### src/rtl/dqsb_pkg.sv
package dqsb_pkg;

   localparam int DEPTH_DEFAULT = 16;
   localparam int VALUE_WIDTH   = 32;
   localparam int MODE_WIDTH    = 3;
   localparam int STATUS_WIDTH  = 2;

   localparam logic [MODE_WIDTH-1:0] MODE_PUSH_ONE = 3'd0;
   localparam logic [MODE_WIDTH-1:0] MODE_POP_ONE  = 3'd1;
   localparam logic [MODE_WIDTH-1:0] MODE_SHOW_ONE = 3'd2;
   localparam logic [MODE_WIDTH-1:0] MODE_PUSH_TWO = 3'd3;
   localparam logic [MODE_WIDTH-1:0] MODE_POP_TWO  = 3'd4;
   localparam logic [MODE_WIDTH-1:0] MODE_SHOW_TWO = 3'd5;

   localparam logic [STATUS_WIDTH-1:0] STATUS_OK        = 2'd0;
   localparam logic [STATUS_WIDTH-1:0] STATUS_OVERFLOW  = 2'd1;
   localparam logic [STATUS_WIDTH-1:0] STATUS_UNDERFLOW = 2'd2;

   typedef enum logic [1:0] {
      OP_PUSH,
      OP_POP,
      OP_SHOW
   } op_type;

   typedef enum logic [1:0] {
      ST_IDLE,
      ST_POP,
      ST_SHOW
   } back_state_type;

   typedef struct packed {
      op_type                  op;
      logic                    second;
      logic [VALUE_WIDTH-1:0]  value;
   } cmd_type;

endpackage

### src/rtl/dqsb_front.sv
module dqsb_front (
   input  logic                                 clock,
   input  logic                                 reset,
   input  logic                                 start,
   output logic                                 busy,
   input  logic [dqsb_pkg::MODE_WIDTH-1:0]      req_mode,
   input  logic signed [dqsb_pkg::VALUE_WIDTH-1:0] req_push_value,
   output logic                                 cmd_valid,
   output dqsb_pkg::cmd_type                    cmd,
   input  logic                                 cmd_ready
);
   import dqsb_pkg::*;

   cmd_type     slot_ff [2];
   logic        wr_ptr_ff, wr_ptr_in;
   logic        rd_ptr_ff, rd_ptr_in;
   logic [1:0]  count_ff, count_in;
   cmd_type     decoded;
   logic        known;
   logic        enq;
   logic        deq;

   always_comb begin
      decoded.value  = req_push_value;
      decoded.op     = OP_PUSH;
      decoded.second = 1'b0;
      known          = 1'b1;
      unique case (req_mode)
         MODE_PUSH_ONE: begin decoded.op = OP_PUSH; decoded.second = 1'b0; end
         MODE_POP_ONE:  begin decoded.op = OP_POP;  decoded.second = 1'b0; end
         MODE_SHOW_ONE: begin decoded.op = OP_SHOW; decoded.second = 1'b0; end
         MODE_PUSH_TWO: begin decoded.op = OP_PUSH; decoded.second = 1'b1; end
         MODE_POP_TWO:  begin decoded.op = OP_POP;  decoded.second = 1'b1; end
         MODE_SHOW_TWO: begin decoded.op = OP_SHOW; decoded.second = 1'b1; end
         default:       known = 1'b0;
      endcase
   end

   assign busy      = (count_ff == 2'd2);
   assign cmd_valid = (count_ff != 2'd0);
   assign cmd       = slot_ff[rd_ptr_ff];

   // unused modes are taken and dropped
   assign enq = start && !busy && known;
   assign deq = cmd_valid && cmd_ready;

   always_comb begin
      wr_ptr_in = enq ? !wr_ptr_ff : wr_ptr_ff;
      rd_ptr_in = deq ? !rd_ptr_ff : rd_ptr_ff;
      count_in  = count_ff;
      priority if (enq && !deq) begin
         count_in = count_ff + 2'd1;
      end else if (deq && !enq) begin
         count_in = count_ff - 2'd1;
      end
   end

   always_ff @(posedge clock) begin
      if (reset) begin
         wr_ptr_ff <= 1'b0;
         rd_ptr_ff <= 1'b0;
         count_ff  <= 2'd0;
      end else begin
         wr_ptr_ff <= wr_ptr_in;
         rd_ptr_ff <= rd_ptr_in;
         count_ff  <= count_in;
      end
   end

   always_ff @(posedge clock) begin
      if (enq) begin
         slot_ff[wr_ptr_ff] <= decoded;
      end
   end

   a_count_bound: assert property (@(posedge clock) disable iff (reset)
      count_ff <= 2'd2)
      else $error("front queue count out of range");

   a_ptr_match: assert property (@(posedge clock) disable iff (reset)
      (count_ff == 2'd0 || count_ff == 2'd2) |-> (wr_ptr_ff == rd_ptr_ff))
      else $error("front queue pointers disagree with count");

   a_no_phantom: assert property (@(posedge clock) disable iff (reset)
      (count_ff == 2'd0 && !enq) |=> !cmd_valid)
      else $error("command appeared without a request");

endmodule

### src/rtl/dqsb_back.sv
module dqsb_back #(
   parameter int DEPTH = dqsb_pkg::DEPTH_DEFAULT
) (
   input  logic                                    clock,
   input  logic                                    reset,
   input  logic                                    cmd_valid,
   input  dqsb_pkg::cmd_type                       cmd,
   output logic                                    cmd_ready,
   output logic                                    rsp_strobe,
   output logic [dqsb_pkg::STATUS_WIDTH-1:0]       rsp_status,
   output logic signed [dqsb_pkg::VALUE_WIDTH-1:0] rsp_out_value,
   output logic                                    rsp_last
);
   import dqsb_pkg::*;

   localparam int AW = (DEPTH > 1) ? $clog2(DEPTH) : 1;
   localparam int PW = $clog2(DEPTH + 1);
   localparam logic [PW-1:0] TOP_MARK = PW'(DEPTH);
   localparam logic [PW-1:0] ONE      = PW'(1);

   logic [VALUE_WIDTH-1:0] mem [DEPTH];
   logic [VALUE_WIDTH-1:0] rd_data_ff;
   logic [AW-1:0]          rd_addr;
   logic                   wr_en;
   logic [AW-1:0]          wr_addr;

   back_state_type state_ff, state_in;
   // queue one pointers are kept plus one so that the empty mark is zero
   logic [PW-1:0] h1p_ff, h1p_in, t1p_ff, t1p_in;
   logic [PW-1:0] h2_ff, h2_in, t2_ff, t2_in;
   logic          sel_ff, sel_in;
   logic [AW-1:0] cur_ff, cur_in;

   logic                    strobe_ff, strobe_in;
   logic [STATUS_WIDTH-1:0] status_ff, status_in;
   logic [VALUE_WIDTH-1:0]  value_ff, value_in;
   logic                    last_ff, last_in;

   logic [PW-1:0] h1m, t1m, t2m;
   logic [AW-1:0] h1a, t1a, h2a, t2a;
   logic          empty_one, empty_two;
   logic          empty_sel;
   logic          at_tail;

   assign h1m = h1p_ff - ONE;
   assign t1m = t1p_ff - ONE;
   assign t2m = t2_ff - ONE;
   assign h1a = h1m[AW-1:0];
   assign t1a = t1m[AW-1:0];
   assign h2a = h2_ff[AW-1:0];
   assign t2a = t2_ff[AW-1:0];
   assign empty_one = (h1p_ff == '0);
   assign empty_two = (h2_ff == TOP_MARK);
   assign empty_sel = cmd.second ? empty_two : empty_one;
   assign at_tail   = sel_ff ? (cur_ff == t2a) : (cur_ff == t1a);

   always_comb begin
      state_in  = state_ff;
      h1p_in    = h1p_ff;
      t1p_in    = t1p_ff;
      h2_in     = h2_ff;
      t2_in     = t2_ff;
      sel_in    = sel_ff;
      cur_in    = cur_ff;
      strobe_in = 1'b0;
      status_in = STATUS_OK;
      value_in  = '0;
      last_in   = 1'b1;
      cmd_ready = 1'b0;
      wr_en     = 1'b0;
      wr_addr   = t1p_ff[AW-1:0];
      rd_addr   = cur_ff;

      unique case (state_ff)
         ST_IDLE: begin
            cmd_ready = 1'b1;
            if (cmd_valid) begin
               sel_in = cmd.second;
               unique case (cmd.op)
                  OP_PUSH: begin
                     strobe_in = 1'b1;
                     // tails adjacent: no room left between the queues
                     if (t1p_ff >= t2_ff) begin
                        status_in = STATUS_OVERFLOW;
                     end else if (!cmd.second) begin
                        wr_en   = 1'b1;
                        wr_addr = t1p_ff[AW-1:0];
                        if (empty_one) h1p_in = ONE;
                        t1p_in = t1p_ff + ONE;
                     end else begin
                        wr_en   = 1'b1;
                        wr_addr = t2m[AW-1:0];
                        if (empty_two) h2_in = TOP_MARK - ONE;
                        t2_in = t2m;
                     end
                  end
                  OP_POP: begin
                     if (empty_sel) begin
                        strobe_in = 1'b1;
                        status_in = STATUS_UNDERFLOW;
                     end else begin
                        rd_addr  = cmd.second ? h2a : h1a;
                        state_in = ST_POP;
                     end
                  end
                  OP_SHOW: begin
                     if (empty_sel) begin
                        strobe_in = 1'b1;
                        status_in = STATUS_UNDERFLOW;
                     end else begin
                        rd_addr  = cmd.second ? h2a : h1a;
                        cur_in   = rd_addr;
                        state_in = ST_SHOW;
                     end
                  end
                  default: ;
               endcase
            end
         end
         ST_POP: begin
            strobe_in = 1'b1;
            value_in  = rd_data_ff;
            state_in  = ST_IDLE;
            if (!sel_ff) begin
               if (h1p_ff == t1p_ff) begin
                  h1p_in = '0;
                  t1p_in = '0;
               end else begin
                  h1p_in = h1p_ff + ONE;
               end
            end else begin
               if (h2_ff == t2_ff) begin
                  h2_in = TOP_MARK;
                  t2_in = TOP_MARK;
               end else begin
                  h2_in = h2_ff - ONE;
               end
            end
         end
         ST_SHOW: begin
            strobe_in = 1'b1;
            value_in  = rd_data_ff;
            last_in   = at_tail;
            if (at_tail) begin
               state_in = ST_IDLE;
            end else begin
               cur_in  = sel_ff ? (cur_ff - AW'(1)) : (cur_ff + AW'(1));
               rd_addr = cur_in;
            end
         end
         default: state_in = ST_IDLE;
      endcase
   end

   always_ff @(posedge clock) begin
      if (reset) begin
         state_ff  <= ST_IDLE;
         h1p_ff    <= '0;
         t1p_ff    <= '0;
         h2_ff     <= TOP_MARK;
         t2_ff     <= TOP_MARK;
         strobe_ff <= 1'b0;
      end else begin
         state_ff  <= state_in;
         h1p_ff    <= h1p_in;
         t1p_ff    <= t1p_in;
         h2_ff     <= h2_in;
         t2_ff     <= t2_in;
         strobe_ff <= strobe_in;
      end
   end

   always_ff @(posedge clock) begin
      sel_ff    <= sel_in;
      cur_ff    <= cur_in;
      status_ff <= status_in;
      value_ff  <= value_in;
      last_ff   <= last_in;
   end

   always_ff @(posedge clock) begin
      if (wr_en) begin
         mem[wr_addr] <= cmd.value;
      end
      rd_data_ff <= mem[rd_addr];
   end

   assign rsp_strobe    = strobe_ff;
   assign rsp_status    = status_ff;
   assign rsp_out_value = value_ff;
   assign rsp_last      = last_ff;

   a_tails_apart: assert property (@(posedge clock) disable iff (reset)
      t1p_ff <= t2_ff)
      else $error("queue tails crossed");

   a_one_order: assert property (@(posedge clock) disable iff (reset)
      (empty_one && t1p_ff == '0) || (!empty_one && h1p_ff <= t1p_ff))
      else $error("queue one pointers inconsistent");

   a_two_order: assert property (@(posedge clock) disable iff (reset)
      (empty_two && t2_ff == TOP_MARK) || (!empty_two && t2_ff <= h2_ff))
      else $error("queue two pointers inconsistent");

   a_pop_once: assert property (@(posedge clock) disable iff (reset)
      (state_ff == ST_POP) |=> (state_ff == ST_IDLE && rsp_strobe && rsp_last))
      else $error("pop did not give a single final response");

endmodule

### src/rtl/dual_queue_shared_buffer_unit.sv
// Two FIFO queues in one buffer of DEPTH 32-bit entries: queue one grows up from
// entry 0, queue two down from the top. A request is taken when start is high and
// busy is low; busy rises only when the two-entry command queue between the
// decoder and the executing back end is full. Each response is on the rsp_ ports
// for one cycle, marked by rsp_strobe, and cannot be held off. The back end answers a
// push or a refused pop or show from its idle state, a pop from its pop state after a
// synchronous read of the buffer, and a show of n elements from its show state, one
// element per cycle; each response is registered. Modes 6 and 7 are taken and dropped.
module dual_queue_shared_buffer_unit #(
   parameter int DEPTH = dqsb_pkg::DEPTH_DEFAULT
) (
   input  logic                                    clock,
   input  logic                                    reset,
   input  logic                                    start,
   output logic                                    busy,
   input  logic [dqsb_pkg::MODE_WIDTH-1:0]         req_mode,
   input  logic signed [dqsb_pkg::VALUE_WIDTH-1:0] req_push_value,
   output logic                                    rsp_strobe,
   output logic [dqsb_pkg::STATUS_WIDTH-1:0]       rsp_status,
   output logic signed [dqsb_pkg::VALUE_WIDTH-1:0] rsp_out_value,
   output logic                                    rsp_last
);
   import dqsb_pkg::*;

   cmd_type cmd;
   logic    cmd_valid;
   logic    cmd_ready;

   dqsb_front u_front (
      .clock          (clock),
      .reset          (reset),
      .start          (start),
      .busy           (busy),
      .req_mode       (req_mode),
      .req_push_value (req_push_value),
      .cmd_valid      (cmd_valid),
      .cmd            (cmd),
      .cmd_ready      (cmd_ready)
   );

   dqsb_back #(
      .DEPTH (DEPTH)
   ) u_back (
      .clock         (clock),
      .reset         (reset),
      .cmd_valid     (cmd_valid),
      .cmd           (cmd),
      .cmd_ready     (cmd_ready),
      .rsp_strobe    (rsp_strobe),
      .rsp_status    (rsp_status),
      .rsp_out_value (rsp_out_value),
      .rsp_last      (rsp_last)
   );

endmodule
### config.mk
export PLATFORM = sky130hd
export DESIGN_NAME = dual_queue_shared_buffer_unit
export DESIGN_NICKNAME = d
export VERILOG_FILES = /design/src/rtl/dqsb_pkg.sv /design/src/rtl/dqsb_front.sv /design/src/rtl/dqsb_back.sv /design/src/rtl/dual_queue_shared_buffer_unit.sv
export SDC_FILE = /design/constraint.sdc
export NUM_CORES = 1
export LEC_CHECK = 0
export ABC_CLOCK_PERIOD_IN_PS = 6300
export BUFFER_PORTS_ARGS = -buffer_cell sky130_fd_sc_hd__buf_2
export CORE_AREA = 2 2 221 223
export DETAILED_ROUTE_END_ITERATION = 8
export DIE_AREA = 0 0 223 225
export HOLD_SLACK_MARGIN = 0.08
export PLACE_DENSITY_LB_ADDON = 0.15
export SKIP_LAST_GASP = 1
export SYNTH_ARGS = -nofsm -noshare
export SYNTH_HDL_FRONTEND = slang
export SYNTH_SLANG_ARGS = --single-unit
### constraint.sdc
create_clock -name clock -period 6.3 [get_ports clock]
set_clock_uncertainty 0.1 [all_clocks]
set_input_delay 0.63 -clock clock [delete_from_list [all_inputs] [get_ports clock]]
set_output_delay 0.63 -clock clock [all_outputs]
set_load 0.05 [all_outputs]
# After elaboration in Yosys (flattened, before gate mapping)
# Memory sizes are Yosys's and may differ from the RTL's. A register that Yosys moved wholly into a read port is not among the register bits.
# Index checks and enable logic that the tools add are counted.
[totals]
n_memories = 2
in_bits = 38
elab_cells = 161
ram_bits = 582
ff_bits = 67
output_inout_bits = 37
[classes]
n_reduce_logical = 28
n_lt_le_gt_ge = 1
addsub = 10
muxes = 75
n_eq_ne = 31
[mem_list]
columns = ["memory", "words", "width", "read_ports", "rd_clocked_by_memory_dff", "wr", "line_no", "text"]
rows = [
  ["u_back.mem", 16, 32, 1, 1, 1, "dqsb_back.sv:21", "logic [VALUE_WIDTH-1:0] mem [DEPTH];"],
  ["u_front.slot_ff", 2, 35, 1, 1, 1, "dqsb_front.sv:14", "cmd_type slot_ff [2];"],
]
[op_table]
columns = ["operator", "n"]
rows = [
  ["5-bit two-way mux", 26],
  ["4-bit two-way mux", 13],
  ["5-bit case mux with 2 select lines", 4],
  ["7-bit AND reduction", 4],
  ["1-bit two-way mux", 17],
  ["4-bit case mux with 2 select lines", 2],
  ["3-bit case mux with 5 select lines", 1],
  ["2-bit two-way mux", 7],
  ["2-bit by 1-bit != test with 1-bit output, second input constant", 7],
  ["2-bit != test, second input constant", 6],
  ["2-bit case mux with 2 select lines", 3],
  ["4-bit by 1-bit subtractor with 4-bit output, second input constant", 3],
  ["5-bit by 1-bit adder with 5-bit output, second input constant", 2],
  ["5-bit equality test", 2],
  ["5-bit by 1-bit subtractor with 5-bit output, second input constant", 2],
  ["3-bit != test, second input constant", 3],
  ["4-bit equality test", 2],
  ["2-bit nonzero test", 4],
  ["2-bit equality test, second input constant", 3],
  ["3-bit by 2-bit equality test with 1-bit output, second input constant", 2],
  ["3-bit equality test, second input constant", 2],
  ["6-bit OR reduction", 1],
  ["5-bit equality test, second input constant", 1],
  ["5-bit greater-or-equal comparator", 1],
  ["15 further kinds", 27],
]

# Depth between registers and ports, before layout
[depth]
depth_word = 8
ltp_mapped = 13
mapped_depth_nobuf = 11

# Cells and area by module
# Synthesis repeated with hierarchy kept, for this count alone.
[unflattened]
cells_unflattened = 1951
area_unflattened_um2 = 26993.4
[modules_own_cells]
columns = ["module", "seq_area_each_um2", "cells_per_inst", "area_each_um2", "n_inst"]
rows = [
  ["dqsb_back", 17326.6, 1803, 24158.2, 1],
  ["dqsb_front", 2202.1, 148, 2835.2, 1],
]

# Least setup slack after synthesis
# No wires, ideal clock.
[synth_timing]
kind = "reg2reg"
from = "reg u_back.t1p_ff[0]"
to = "mem u_back.mem[14][0] (enable)"
t_required_ns = 5.779
setup_time_ns = 0.421
path_buffers = 1
path_stages_with_launch = 12
t_arrival_ns = 4.187
path_slack_ns = 1.592
period_less_slack_ns = 4.708
path_cell_list = "dfxtp_1 buf_2 inv_1 ha_1 nand2b_1 a21o_1 a21o_1 a21o_1 a2111oi_0 mux2i_1 or3b_2 nor2_1"
[synth_via]
elab_chain_cells = 7
word_cells_on_any_way = 12
classes_between = "order compare (1); mux (11)"
[synth_rtl]
columns = ["element", "line_no", "text"]
rows = [
  ["from (decl)", "dqsb_back.sv:29", "logic [PW-1:0] h1p_ff, h1p_in, t1p_ff, t1p_in;"],
  ["from (signal assigned)", "dqsb_back.sv:166", "t1p_ff <= t1p_in;"],
  ["5-bit greater-or-equal comparator", "dqsb_back.sv:83", "if (t1p_ff >= t2_ff) begin"],
  ["1-bit two-way mux", "dqsb_back.sv:83", ""],
  ["1-bit two-way mux", "dqsb_back.sv:79", "unique case (cmd.op)"],
  ["1-bit two-way mux", "dqsb_back.sv:77", "if (cmd_valid) begin"],
  ["1-bit two-way mux", "dqsb_back.sv:74", "unique case (state_ff)"],
  ["1-bit two-way mux", "dqsb_back.sv:182", "if (wr_en) begin"],
  ["1-bit two-way mux (implied by the code)", "dqsb_back.sv:183", "mem[wr_addr] <= cmd.value;"],
  ["to (decl)", "dqsb_back.sv:21", ""],
]
# Parallel ways exist; a longest one is shown, timed or not.

# Final worst setup path
[layout_timing]
from = "reg u_back.t1p_ff[0]"
to = "mem u_back.mem[15][13] (enable)"
# The elaborated chain is that of the path after synthesis.

==> impl_metrics.tcl <==
set metrics [dict create \
    status "complete, no violations" \
    clkLatencyLatePin_ns 0.60 \
    crit_buf_inv 1 \
    yosys_warnings 0 \
    syn_area_um2 26090 \
    place_area_um2 27290 \
    stdcell_count 2143 \
    gp_congestion 0.8856 \
    cp-end-kind "flip-flop" \
    ys_seq_area_share_pct 74.86 \
    rsz0062_at_grt "no" \
    path_max_fanout 32 \
    worstPathArrival_ns 5.26 \
    cp.required_ns 6.40 \
    root_buffer "clkbuf_16" \
    drt_iter0_markers 1176 \
    htreeDepth 3 \
    die_y_um 225 \
    clock_sinks 682 \
    multi_input_area_um2 6324 \
    vias_per_cell 5.958 \
    hold_path_class "in -> reg" \
    startpoint_type "flip-flop" \
    portBuffers 74 \
    final_hold_viol_count 0 \
    ir_drop_mv 0.3256 \
    globalRouteMet2Util_pct 36.44 \
    grt_first_pass_wirelength_um 80880 \
    core_um2 47550 \
    slew_viol_final 0 \
    rows 80 \
    cap_viol_max_count 0 \
    path_clk_slew_ns 0.06 \
    area_growth_syn_to_layout_pct 13.39 \
    die-area_um2 50180 \
    pin_count 75 \
    setup_viol 0 \
    worstMarginPinSlew_ns 1.247 \
    postCtsSetupBuffers 0 \
    nets 1535 \
    stdcell_area_um2 29580 \
    grt_overflow_total 0 \
    synthArstFlopShare_pct 0 \
    antenna_found_initial 0 \
    dpl.hpwl_um 31290 \
    slowest_stage "nor2_4" \
    floorplan.initialDensity_pct 54.87 \
    synth.area.top_cells "edfxtp_1 (68%), mux4_2 (11%), dfxtp_1 (7.3%)" \
    post-place-ws_ns 1.181 \
    antennaDiodeCount 0 \
    fillers 3334 \
    slew_headroom_pct 16.69 \
    wl_per_cell_um 24.94 \
    yosysTopAreaCell "edfxtp_1" \
    power.density_nw_per_um2 473.0 \
    drc_errors 0 \
    crit_chain "inv_1 > ha_1 > nand2b_1 > a21o_1 > a21o_1 > a21o_1 > a2111oi_2 > mux2i_1 > or3b_2 > nor2_4" \
    leakagePower_nw 9.847 \
    crit_type "reg -> reg" \
    netlist.area_leader.share_pct 67.57 \
    grt_pass1_vias 13060 \
    max_freq_mhz 193.9 \
    clockBufferDepth 3 \
    critPathMaxStageDelay_ns 0.99 \
    path_delay_family "simple AND/OR/NAND/NOR gates" \
    avgSynthCellArea_um2 19.01 \
    firstDrtPassIters 5 \
    synth.distinct_cells 65 \
    ys.flop_type "edfxtp_1" \
    finalWorstPathRequiredPeriod_ns 5.158 \
    wl_um 53450 \
    crit_top_cell "a21o_1" \
    period_share_pct 81.88 \
    grt_use_met3_pct 3.924 \
    cts_tree "built" \
    grtUsageTotal_pct 22.08 \
    regArea_um2 19530 \
    post-place-cells 2015 \
    finalSetupTns_ns 0 \
    die_width_um 223 \
    final_util_pct 62.22 \
    syn_inst 1372 \
    grt_start_max_net_pins 65 \
    synth_edf_count 587 \
    cts_buffers 68 \
    grt.busiest_layer "met2" \
    drtAntennaViolNets 0 \
    via_count 12770 \
    syn_nets 1435 \
    ys_ff_latch 682 \
    drive_above_1_share_pct 25.39 \
    layout_setup_ws_ns 1.142 \
    use_met1_pct 30.60 \
]
[area by class of cell]
cell class / instances / share of cell area [%]
flip-flops and latches: 682 / 66.02
multi-input cells: 598 / 21.38
clock buffers: 98 / 6.768
well taps: 615 / 2.601
repair buffers: 94 / 1.946
clock inverters: 28 / 0.9221
inverters: 28 / 0.3638
[sequential cells by signal, indices dropped and copies added (netlist names), 2 cells and up, named ones only]
register              flops
u_back.cur_ff             4
u_back.h1p_ff             5
u_front.slot_ff          70
u_back.rd_data_ff        32
u_back.t1p_ff             5
u_front.count_ff          2
u_back.h2_ff              5
u_back.state_ff           2
u_back.mem              512
u_back.rsp_out_value     32
u_back.rsp_status         2
u_back.t2_ff              5
[stage by stage]
step | power, mW | hold slack, ns
2_1_floorplan | 8.784 | 0.3119
3_3_place_gp | 10.03 | 0.3224
3_5_place_dp | 10.07 | 0.3184
4_1_cts | 14.11 | 0.08105
5_1_grt | 14.61 | 0.08338
6_report | 13.99 | 0.1137
[cell usage after synthesis, types with 2 or more instances]
master	number
xor2_1	14
nand3_1	11
mux2_2	34
inv_1	27
or3_1	3
ha_1	24
nor3_1	18
buf_1	6
clkbuf_1	31
o211a_1	2
buf_2	16
buf_6	3
nand2_1	56
a31oi_1	8
mux2i_1	12
or3b_2	2
a211o_1	2
and2_1	37
mux4_2	127
a22oi_1	65
nor2b_1	7
o211ai_1	5
o21ai_0	23
dfxtp_1	95
nand2b_1	5
and3_1	2
a21oi_1	25
buf_4	8
nor2_1	48
a311oi_1	2
xnor2_1	14
a222oi_1	2
nand3b_1	4
a2111oi_0	2
a32o_1	2
a211oi_1	7
a21o_1	9
edfxtp_1	587
[cell families (layout without fill, tap and decap cells)]
family	Yosys count	in the layout	synth area share, %
compound gates	168	168	4.475
simple gates	202	202	3.851
fa+ha+maj	25	25	1.228
flops	682	682	74.86
buf+inv	92	248	1.612
xor+xnor	28	28	0.9401
mux	175	175	13.04
[cells in the final DEF, fill, tap and decap left out, drive strengths merged, types with 3 or more instances in the layout]
cell	count
a211oi	7
a21o	9
a21oi	25
a22oi	65
a31oi	8
and2	37
buf	92
bufinv	4
clkbuf	98
clkinv	20
dfxtp	95
edfxtp	587
ha	24
inv	30
mux2	35
mux2i	13
mux4	127
nand2	56
nand2b	5
nand3	11
nand3b	4
nor2	48
nor2b	7
nor3	18
o211ai	5
o21ai	24
or3	3
xnor2	14
xor2	14
[where the power goes]
part           switching (mW)  leakage [nW]  internal, mW
combinational            2.60          2.66          1.59
sequential              0.185          6.08          5.56
clock                    1.66          1.11          2.39
[what timing repair did]
item,CTS,global route
resized for setup,0,0
endpoints found under the setup margin,0,0
hold buffers,2,0
endpoints found under the hold margin,4,0
[metal layers]
metal	wire, um	part of all wire [%]
met3	3138	5.9
met4	1308	2.4
met5	0	0
met2	26360	49
met1	22640	42
[final timing paths]
| path | start | endpoint | slack [ns] | cells past startpoint |
|---|---|---|---|---|
| worst min-delay path | req_push_value[4] | u_front.slot_ff[1][4] | 0.11 | 1 |
| worst max register to register | u_back.t1p_ff[0] | u_back.mem[15][13] | 1.14 | 10 |
| worst max-delay path | u_back.t1p_ff[0] | u_back.mem[15][13] | 1.14 | 10 |
| worst min register to register | u_back.rd_data_ff[27] | u_back.rsp_out_value[27] | 0.32 | 1 |
No activity file was read; power rests on OpenSTA's default activity.
